[config.mk]
export PLATFORM = sky130hd
export DESIGN_NAME = lru_buffer_slot_cache
export DESIGN_NICKNAME = d
export VERILOG_FILES = /design/src/rtl/lbsc_pkg.sv /design/src/rtl/lbsc_slot_store.sv /design/src/rtl/lbsc_compare.sv /design/src/rtl/lru_buffer_slot_cache.sv
export SDC_FILE = /design/constraint.sdc
export NUM_CORES = 1
export LEC_CHECK = 0
export BUFFER_PORTS_ARGS = -buffer_cell sky130_fd_sc_hd__clkbuf_2
export CORE_MARGIN = 5
export CORE_UTILIZATION = 45
export DETAILED_ROUTE_END_ITERATION = 10
export PLACE_DENSITY = 0.63
export SYNTH_ARGS = -nofsm -noshare
export SYNTH_HDL_FRONTEND = slang
export SYNTH_SLANG_ARGS = --single-unit
[constraint.sdc]
create_clock -name clk -period 8.5 [get_ports clk]
set_input_delay 0.425 -clock clk [delete_from_list [all_inputs] [get_ports clk]]
set_output_delay 0.425 -clock clk [all_outputs]
set_load 0.05 [all_outputs]
[src/rtl/lbsc_pkg.sv]
// Shared types and constants for the buffer slot cache.
package lbsc_pkg;

  localparam int ID_W         = 48;
  localparam int DIM_W        = 16;
  localparam int STRIDE_W     = 18;
  localparam int FRAME_W      = 32;
  localparam int IDX_OUT_W    = 3;
  localparam int SLOT_COUNT_DEF = 4;

  // One cache slot: key (identity plus geometry) and its last-used frame.
  typedef struct packed {
    logic [ID_W-1:0]     identity;
    logic [DIM_W-1:0]    width;
    logic [DIM_W-1:0]    height;
    logic [STRIDE_W-1:0] stride;
    logic [FRAME_W-1:0]  last_used;
  } slot_t;

  // Write enables for the slot store.
  typedef struct packed {
    logic key_en;
    logic time_en;
  } slot_wr_t;

  // Result of comparing one stored slot against the request.
  typedef struct packed {
    logic empty;
    logic key_eq;
    logic geom_eq;
    logic older;
  } cmp_res_t;

endpackage

[src/rtl/lbsc_slot_store.sv]
// Slot register file with one scan read port and one write port.
module lbsc_slot_store
  import lbsc_pkg::*;
#(
  parameter int SLOT_COUNT = SLOT_COUNT_DEF,
  parameter int IDX_W      = 2
) (
  input  logic             clk,
  input  logic             rst,
  input  logic [IDX_W-1:0] rd_idx,
  output slot_t            rd_entry,
  input  slot_wr_t         wr,
  input  logic [IDX_W-1:0] wr_idx,
  input  slot_t            wr_entry
);

  slot_t slots [SLOT_COUNT];

  always_ff @(posedge clk) begin
    if (rst) begin
      for (int i = 0; i < SLOT_COUNT; i++) begin
        slots[i] <= '0;
      end
    end else begin
      if (wr.key_en) begin
        slots[wr_idx].identity <= wr_entry.identity;
        slots[wr_idx].width    <= wr_entry.width;
        slots[wr_idx].height   <= wr_entry.height;
        slots[wr_idx].stride   <= wr_entry.stride;
      end
      if (wr.time_en) begin
        slots[wr_idx].last_used <= wr_entry.last_used;
      end
    end
  end

  assign rd_entry = slots[rd_idx];

endmodule

[src/rtl/lbsc_compare.sv]
// Shared compare unit: checks one stored slot against the request.
module lbsc_compare
  import lbsc_pkg::*;
(
  input  slot_t              entry,
  input  slot_t              req,
  input  logic [FRAME_W-1:0] ref_time,
  output cmp_res_t           res
);

  always_comb begin
    res.empty   = (entry.identity == '0);
    res.key_eq  = (entry.identity == req.identity);
    res.geom_eq = (entry.width == req.width) && (entry.height == req.height) &&
                  (entry.stride == req.stride);
    // Unsigned frame compare, no wrap handling.
    res.older   = (entry.last_used < ref_time);
  end

endmodule

[src/rtl/lru_buffer_slot_cache.sv]
// Top level of the fully associative buffer slot cache with LRU replacement.
// Flow: an accepted word is checked against every slot in turn by the shared
//   compare unit (a zero identity skips the scan), then the result register
//   is loaded; a new word is not accepted until the block is back in idle.
// Reset: synchronous, clears every slot to empty with zero geometry and
//   last-used frame, and empties both channels.
module lru_buffer_slot_cache
  import lbsc_pkg::*;
#(
  parameter int SLOT_COUNT = SLOT_COUNT_DEF
) (
  input  logic                 clk,
  input  logic                 rst,
  // Request channel.
  input  logic                 in_valid,
  output logic                 in_stall,
  input  logic [ID_W-1:0]      buffer_identity,
  input  logic [DIM_W-1:0]     buffer_width,
  input  logic [DIM_W-1:0]     height_px,
  input  logic [STRIDE_W-1:0]  stride_bytes,
  input  logic [FRAME_W-1:0]   frame_number,
  input  logic                 import_ok,
  // Result channel.
  output logic                 out_valid,
  input  logic                 out_stall,
  output logic                 hit,
  output logic [IDX_OUT_W-1:0] slot_index,
  output logic                 donor_valid,
  output logic [IDX_OUT_W-1:0] donor_slot,
  output logic                 evicted_occupied,
  output logic                 installed,
  output logic                 request_error
);

  localparam int IDX_W = (SLOT_COUNT > 1) ? $clog2(SLOT_COUNT) : 1;
  localparam logic [IDX_W-1:0] LAST_IDX = IDX_W'(SLOT_COUNT - 1);

  // The block idles in S_IDLE, walks every slot once in S_SCAN, and in
  // S_FINISH decides the outcome, updates the table and loads the result
  // register once that register is free.
  typedef enum logic [1:0] {S_IDLE, S_SCAN, S_FINISH} state_t;

  state_t             state;
  slot_t              req;
  logic               req_ok;
  logic               req_err;
  logic [IDX_W-1:0]   idx;

  // Scan findings, all gathered in a single pass over the slots.
  logic               hit_found;
  logic [IDX_W-1:0]   hit_idx;
  logic               empty_found;
  logic [IDX_W-1:0]   empty_idx;
  logic               donor_found;
  logic [IDX_W-1:0]   donor_idx;
  logic               lru_found;
  logic [IDX_W-1:0]   lru_idx;
  logic [FRAME_W-1:0] lru_time;

  slot_t              rd_entry;
  cmp_res_t           cmp;
  slot_wr_t           wr;
  logic [IDX_W-1:0]   wr_idx;

  logic               in_take;
  logic               out_take;
  logic               finish_go;
  logic [IDX_W-1:0]   victim;
  logic               donor_ok;
  logic               miss;

  lbsc_slot_store #(
    .SLOT_COUNT (SLOT_COUNT),
    .IDX_W      (IDX_W)
  ) u_store (
    .clk      (clk),
    .rst      (rst),
    .rd_idx   (idx),
    .rd_entry (rd_entry),
    .wr       (wr),
    .wr_idx   (wr_idx),
    .wr_entry (req)
  );

  lbsc_compare u_cmp (
    .entry    (rd_entry),
    .req      (req),
    .ref_time (lru_time),
    .res      (cmp)
  );

  assign in_stall = (state != S_IDLE);
  assign in_take  = in_valid && !in_stall;
  assign out_take = out_valid && !out_stall;

  // The result register may be reloaded in the same cycle it is taken.
  assign finish_go = (state == S_FINISH) && (!out_valid || !out_stall);

  // The first empty slot wins; with none empty, the oldest occupied slot
  // (first among equals) is replaced. A donor that is also the victim is
  // dropped rather than replaced by a later candidate.
  assign victim   = empty_found ? empty_idx : lru_idx;
  assign donor_ok = donor_found && (donor_idx != victim);
  assign miss     = !req_err && !hit_found;

  // A hit only refreshes the last-used frame; a miss with a good import
  // writes the whole key into the victim. A zero identity leaves the table.
  always_comb begin
    wr_idx     = hit_found ? hit_idx : victim;
    wr.time_en = finish_go && !req_err && (hit_found || req_ok);
    wr.key_en  = finish_go && miss && req_ok;
  end

  always_ff @(posedge clk) begin
    if (rst) begin
      state     <= S_IDLE;
      out_valid <= 1'b0;
    end else begin
      // A result taken in the cycle a new one is loaded stays valid.
      if (out_take && !finish_go) begin
        out_valid <= 1'b0;
      end

      case (state)
        S_IDLE: begin
          if (in_take) begin
            req.identity  <= buffer_identity;
            req.width     <= buffer_width;
            req.height    <= height_px;
            req.stride    <= stride_bytes;
            req.last_used <= frame_number;
            req_ok        <= import_ok;
            req_err       <= (buffer_identity == '0);
            idx           <= '0;
            hit_found     <= 1'b0;
            hit_idx       <= '0;
            empty_found   <= 1'b0;
            empty_idx     <= '0;
            donor_found   <= 1'b0;
            donor_idx     <= '0;
            lru_found     <= 1'b0;
            lru_idx       <= '0;
            lru_time      <= '0;
            state         <= (buffer_identity == '0) ? S_FINISH : S_SCAN;
          end
        end

        S_SCAN: begin
          if (!cmp.empty && cmp.key_eq && cmp.geom_eq && !hit_found) begin
            hit_found <= 1'b1;
            hit_idx   <= idx;
          end
          if (cmp.empty && !empty_found) begin
            empty_found <= 1'b1;
            empty_idx   <= idx;
          end
          if (!cmp.empty && cmp.geom_eq && !donor_found) begin
            donor_found <= 1'b1;
            donor_idx   <= idx;
          end
          if (!cmp.empty && (!lru_found || cmp.older)) begin
            lru_found <= 1'b1;
            lru_idx   <= idx;
            lru_time  <= rd_entry.last_used;
          end
          if (idx == LAST_IDX) begin
            state <= S_FINISH;
          end else begin
            idx <= idx + 1'b1;
          end
        end

        S_FINISH: begin
          if (finish_go) begin
            out_valid        <= 1'b1;
            request_error    <= req_err;
            hit              <= !req_err && hit_found;
            slot_index       <= req_err ? '0 :
                                IDX_OUT_W'(hit_found ? hit_idx : victim);
            donor_valid      <= miss && donor_ok;
            donor_slot       <= (miss && donor_ok) ? IDX_OUT_W'(donor_idx) : '0;
            evicted_occupied <= miss && req_ok && !empty_found;
            installed        <= miss && req_ok;
            state            <= S_IDLE;
          end
        end

        default: begin
          state <= S_IDLE;
        end
      endcase
    end
  end

  // A hit never reports miss-side actions.
  a_hit_clean: assert property (@(posedge clk) disable iff (rst)
    out_valid && hit |-> !installed && !donor_valid && !evicted_occupied)
    else $error("hit result carries miss-side flags");

  // A rejected request touches nothing and reports nothing else.
  a_err_clean: assert property (@(posedge clk) disable iff (rst)
    out_valid && request_error |-> !hit && !installed && !donor_valid)
    else $error("error result carries other flags");

  // An eviction is only reported as part of an install.
  a_evict_install: assert property (@(posedge clk) disable iff (rst)
    out_valid && evicted_occupied |-> installed)
    else $error("eviction without install");

  // The donor is never the slot being replaced.
  a_donor_distinct: assert property (@(posedge clk) disable iff (rst)
    out_valid && donor_valid |-> donor_slot != slot_index)
    else $error("donor equals victim");

  // The table is written only in the cycle that delivers the result.
  a_write_at_finish: assert property (@(posedge clk) disable iff (rst)
    wr.time_en || wr.key_en |=> out_valid)
    else $error("table written without a result");

endmodule
# Word-level counts from Yosys, hierarchy flattened
# Memories as Yosys holds them, arrays and structs flattened. A register that Yosys moved wholly into a read port is not among the register bits.
# Index checks and enable logic that the tools add are counted.
[classes]
n_bitwise = 1
n_addsub = 1
n_lt_le_gt_ge = 1
eq_ne = 16
muxes = 46
reduce_logical = 50
[op_table]
columns = ["op", "n"]
rows = [
  ["$mux W130", 1],
  ["$reduce_or A130 Y1", 1],
  ["$logic_not A48 Y1", 2],
  ["$mux W32", 2],
  ["$pmux W32 S2", 1],
  ["$eq A48 B48 Y1", 1],
  ["$eq A16 B16 Y1", 2],
  ["$lt A32 B32 Y1", 1],
  ["$mux W2", 16],
  ["$logic_and A1 B1 Y1", 23],
  ["$pmux W2 S2", 5],
  ["$reduce_and A4 Y1", 5],
  ["$eq A18 B18 Y1", 1],
  ["$mux W1", 16],
  ["$ne A2 B2 Y1 const B", 8],
  ["$logic_not A1 Y1", 10],
  ["$reduce_and A3 Y1", 3],
  ["$pmux W1 S2", 4],
  ["$pmux W2 S3", 1],
  ["$eq A2 B2 Y1 const B", 2],
  ["$reduce_bool A2 Y1", 2],
  ["$logic_or A1 B1 Y1", 3],
  ["$add A2 B1 Y2 const B", 1],
  ["$eq A2 B1 Y1 const B", 1],
  ["3 further kinds", 3],
]
[totals]
out_inout_bits = 13
in_bits = 135
register_bits = 192
ramBits = 520
wordCells = 143
n_memories = 1
[memory_table]
columns = ["memory", "depth", "width", "read_ports", "rd_ports_with_merged_regs", "write_ports", "line_no", "rtl"]
rows = [
  ["u_store.slots", 4, 130, 1, 1, 4, "lbsc_slot_store.sv:17", "slot_t slots [SLOT_COUNT];"],
]

# Longest topological paths before layout
[depth]
depth_word = 10
ltp_mapped = 15

# Cells and area by module
# Synthesis repeated with hierarchy kept, for this count alone.
[unflattened]
cells_unflattened = 1835
hier_area_um2 = 30827.1
[modules_own_cells]
columns = ["module", "cells_each", "area_per_inst_um2", "seq_area_each_um2", "instances"]
rows = [
  ["lbsc_slot_store", 1276, 22486.6, 15615.0, 1],
  ["lru_buffer_slot_cache", 303, 6381.1, 5675.4, 1],
  ["lbsc_compare", 256, 1959.4, 0.0, 1],
]

# Worst setup path before layout
# Ideal clock, no wire load.
[synth_timing]
path_kind = "register to register"
startpoint = "register out_valid"
endpoint = "memory u_store.slots[3][100] in the netlist's numbering (enable)"
synth_period_minus_slack_ns = 8.917
stages_incl_launch_ff = 6
n_path_buf = 1
arrival_time_ns = 8.213
path_slack_ns = -0.417
setup_ns = 0.705
cell_sequence = "dfxtp_1 nand2_1 nand2b_1 nor3_1 clkbuf_1 a21boi_0"
[synth_lines]
columns = ["item", "line_no", "rtl"]
rows = [
  ["from (decl)", "lru_buffer_slot_cache.sv:24", "output logic out_valid,"],
  ["from (signal assigned)", "lru_buffer_slot_cache.sv:117", "out_valid <= 1'b0;"],
  ["from (signal assigned)", "lru_buffer_slot_cache.sv:121", "out_valid <= 1'b0;"],
  ["from (signal assigned)", "lru_buffer_slot_cache.sv:175", "out_valid <= 1'b1;"],
  ["to (decl)", "lbsc_slot_store.sv:17", ""],
]

==> metrics <==
CP Launch Type register; Critical Path Slowest Stage Cell buf_12; pin count of the biggest net entering global routing 114; M1 wire length 29700 µm; Cell Chain, Critical Path buf_12 > mux4_2 > ha_1 > a21o_1 > a21o_1 > a21o_1 > a211oi_1 > and4_1 > a221oi_1 > a31oi_4 > buf_4; total of max-cap violations 0; worst-case reg-to-reg path depth 11; Post-Synth XOR/XNOR Area 3.04%; mean area per synthesized cell 15.2 µm²; Clock power frac 40.2%; Cells after Synth 1988; unrepaired setup endpoints after global routing no; VDD IR max 0.140 mV; via/cell ratio 5.33; main combinational cell family by area after synthesis simple AND/OR/NAND/NOR gates; ant diodes 0; Async SR Flop Fraction 0%; adder-cell area share of the yosys netlist 1.32%; DR WL/cell 21.7 µm; Post-Route WL 69500 µm; skew final 0.0307 ns; met2 WL post-DR 35100 µm; critical path depth 11; initial antenna violation count 1; first-pass GRT wire length 107000 µm; cell with the most instances after synthesis edfxtp_1; clock slew at reported path FFs 0.06 ns; Area growth, synth to finish 17.4%; metal3 WL 3340 µm; WP data required 8.78 ns; yosys synthesis warning count 0; Internal 0.00610 W; H-tree depth reported by CTS 3; Post-synth top cells edfxtp_1, nor2_1, and2_1; CTS sink cnt 712; First DRT Iteration DRCs 1383; post-synthesis mux area share 9.85%; Die W 269 µm; power per cell area 222 nW/µm²; Setup TNS Final 0 ns; vias after detailed routing 17043; Yosys top cell by area edfxtp_1; slowest stage delay, CP 0.69 ns; Fillers 5499; top sig layer met4; Sw Pwr 0.00178 W; share of cells above drive strength 1 17.4%; sequential fraction of the synthesis area 70.5%; initial core utilization 45.2%; crit path max fanout 113; top cells by area, synth edfxtp_1, mux4_2, nor2_1; hold crit path type in2reg; Pleak 13.0 nW; total track usage 18.9%; setup ws final 3.66 ns; Max Clock Freq 207 MHz; Core Region 66900 µm²; crit path to lru_time[25]; Clock Latency Late Sink 0.63 ns; post-CTS sizing 0; Switching Share 22.6%; number of synthesized register bits 712; die height 269 µm; CTS tree built; Gate power share 8.1%; first-pass iteration count of the detailed router 5; Post-CTS Setup Repair Bufs 0; hpwl dp 40200 µm; Synth Area in Compound Gates 1.39%; total congestion overflow 0; Synth cell types 53; Routability Congestion 0.801; vias in the first global route 17800; Port Buffers 145; period utilisation layout 56.9%; FF+latch area 21300 µm²; Final Hold Viols 0; main flop type after synthesis edfxtp_1; IO Count 148; kind of critical path reg2reg; reg2reg end lru_time[25]; detailed-route DRC error count 0; Slew Viols, Final 0; multi-input logic area 8070 µm²; Sequential Power Share 51.7%; die area 72500 µm²; hold depth 1; Nets 2427; hold_buf cts 117; site row count 95; status completed; root buffer cell clkbuf_16; critical path buffer and inverter count 2; CTS max path bufs 3; EDFF count, synth 707; Synth Cell Area 30200 µm²; CP Capture Type register; CP delay by family, top compound AO/OA/AOI/OAI gates; relative slew slack 17.7%; Final Critical Period 4.84 ns; Worst Tran Pin Value 1.23 ns; Synth top area share 70.2%; R2R setup slack 3.66 ns; Simple-Gate Fraction of Synth Area 10.7%; most frequent CP cell a21o_1; Final setup viols 0; worst path arrival time 5.12 ns; Final ANT Viol Nets 0; Place WS 3.52 ns; Num CTS Buffers 79
area by class of cell:
| class | count | share of cell area, % |
|---|---|---|
| clock inverters | 40 | 0.867 |
| repair buffers | 284 | 5.91 |
| flip-flops and latches | 712 | 60.1 |
| multi-input cells | 1046 | 22.7 |
| well taps | 873 | 3.08 |
| clock buffers | 104 | 5.89 |
| inverters | 137 | 1.45 |
cell usage in the layout (no fill, tap or decap), types with 4 or more instances in the layout:
cell,count
edfxtp_1,707
nor2_1,309
and2_1,166
clkbuf_2,145
inv_1,137
dlygate4sd3_1,117
nand2_1,112
mux4_2,111
xnor2_1,86
clkbuf_16,80
mux2i_1,40
nand4_1,32
ha_1,32
nor4_1,31
clkbuf_1,24
xor2_1,19
buf_4,19
clkinv_1,17
clkinv_2,12
a21oi_1,10
o21ai_0,7
a21o_1,7
nand2b_1,5
nor3_1,4
mux2_2,4
nand2_4,4
o211ai_1,4
nand3_1,4
worst reg2reg max path: stages (launching register included):
cell and delay (ns):
dfxtp_4 0.58, buf_12 0.69, mux4_2 0.72, ha_1 0.30
a21o_1 0.18, a21o_1 0.16, a21o_1 0.19, a211oi_1 0.29
and4_1 0.25, a221oi_1 0.11, a31oi_4 0.63, buf_4 0.41
per-layer routing:
metal	vias to the layer above	track usage (%)
li1	7762	-
met1	8738	25.6
met2	448	32.8
met3	95	3.05
met4	0	4.11
met5	-	0
kinds of logic after synthesis:
kind of cell / after synthesis
AOI/OAI and AO/OA: 60
and+or+nand+nor: 689
adders and majority gates: 32
other: 1
buffers and inverters: 231
muxes: 158
xor gates and xnor gates: 105
DFF: 712
registers in the layout (all words and copies together), names as in the netlist, 2 cells and up, named ones only:
name           count
u_store.slots    520
donor_idx          2
req              130
idx                2
empty_idx          2
state              2
lru_time          32
donor_slot         2
hit_idx            2
slot_index         2
lru_idx            2
worst min-delay path by stage:
stage / end / startpoint / slack [ns]
finish: req[23] / frame_number[23] / 0.02
global route: req[23] / frame_number[23] / 0.0002
CTS: req[23] / frame_number[23] / 0.0001
detailed placement: out_valid / out_valid / 0.52
global placement: out_valid / out_valid / 0.50
floorplan: register / idx[1] / 0.50
metrics by stage:
| step | cells | power [W] | instance area [µm²] | util, % | hold WS [ns] |
|---|---|---|---|---|---|
| 6_report | 3196 | 0.00788 | 35500 | 53.1 | 0.0160 |
| 3_3_place_gp | 2935 | 0.00474 | 31900 | 47.7 | 0.498 |
| 4_1_cts | 3196 | 0.00797 | 35500 | 53.1 | 0.000103 |
| 2_1_floorplan | 1989 | 0.00455 | 30200 | - | 0.496 |
| 5_1_grt | 3196 | 0.00816 | 35500 | 53.1 | 0.000165 |
| 3_5_place_dp | 2935 | 0.00475 | 31900 | 47.7 | 0.516 |
power groups by stage:
stage	Sequential [W]	Combinational, W	Clock, W
final	0.00408	0.000635	0.00317
after floorplan	0.00412	0.000433	0
after detailed placement	0.00415	0.000599	0
after global routing	0.00409	0.000691	0.00338
after CTS	0.00408	0.000646	0.00324
after global placement	0.00414	0.000595	0
(Power assumes the default switching activity.)
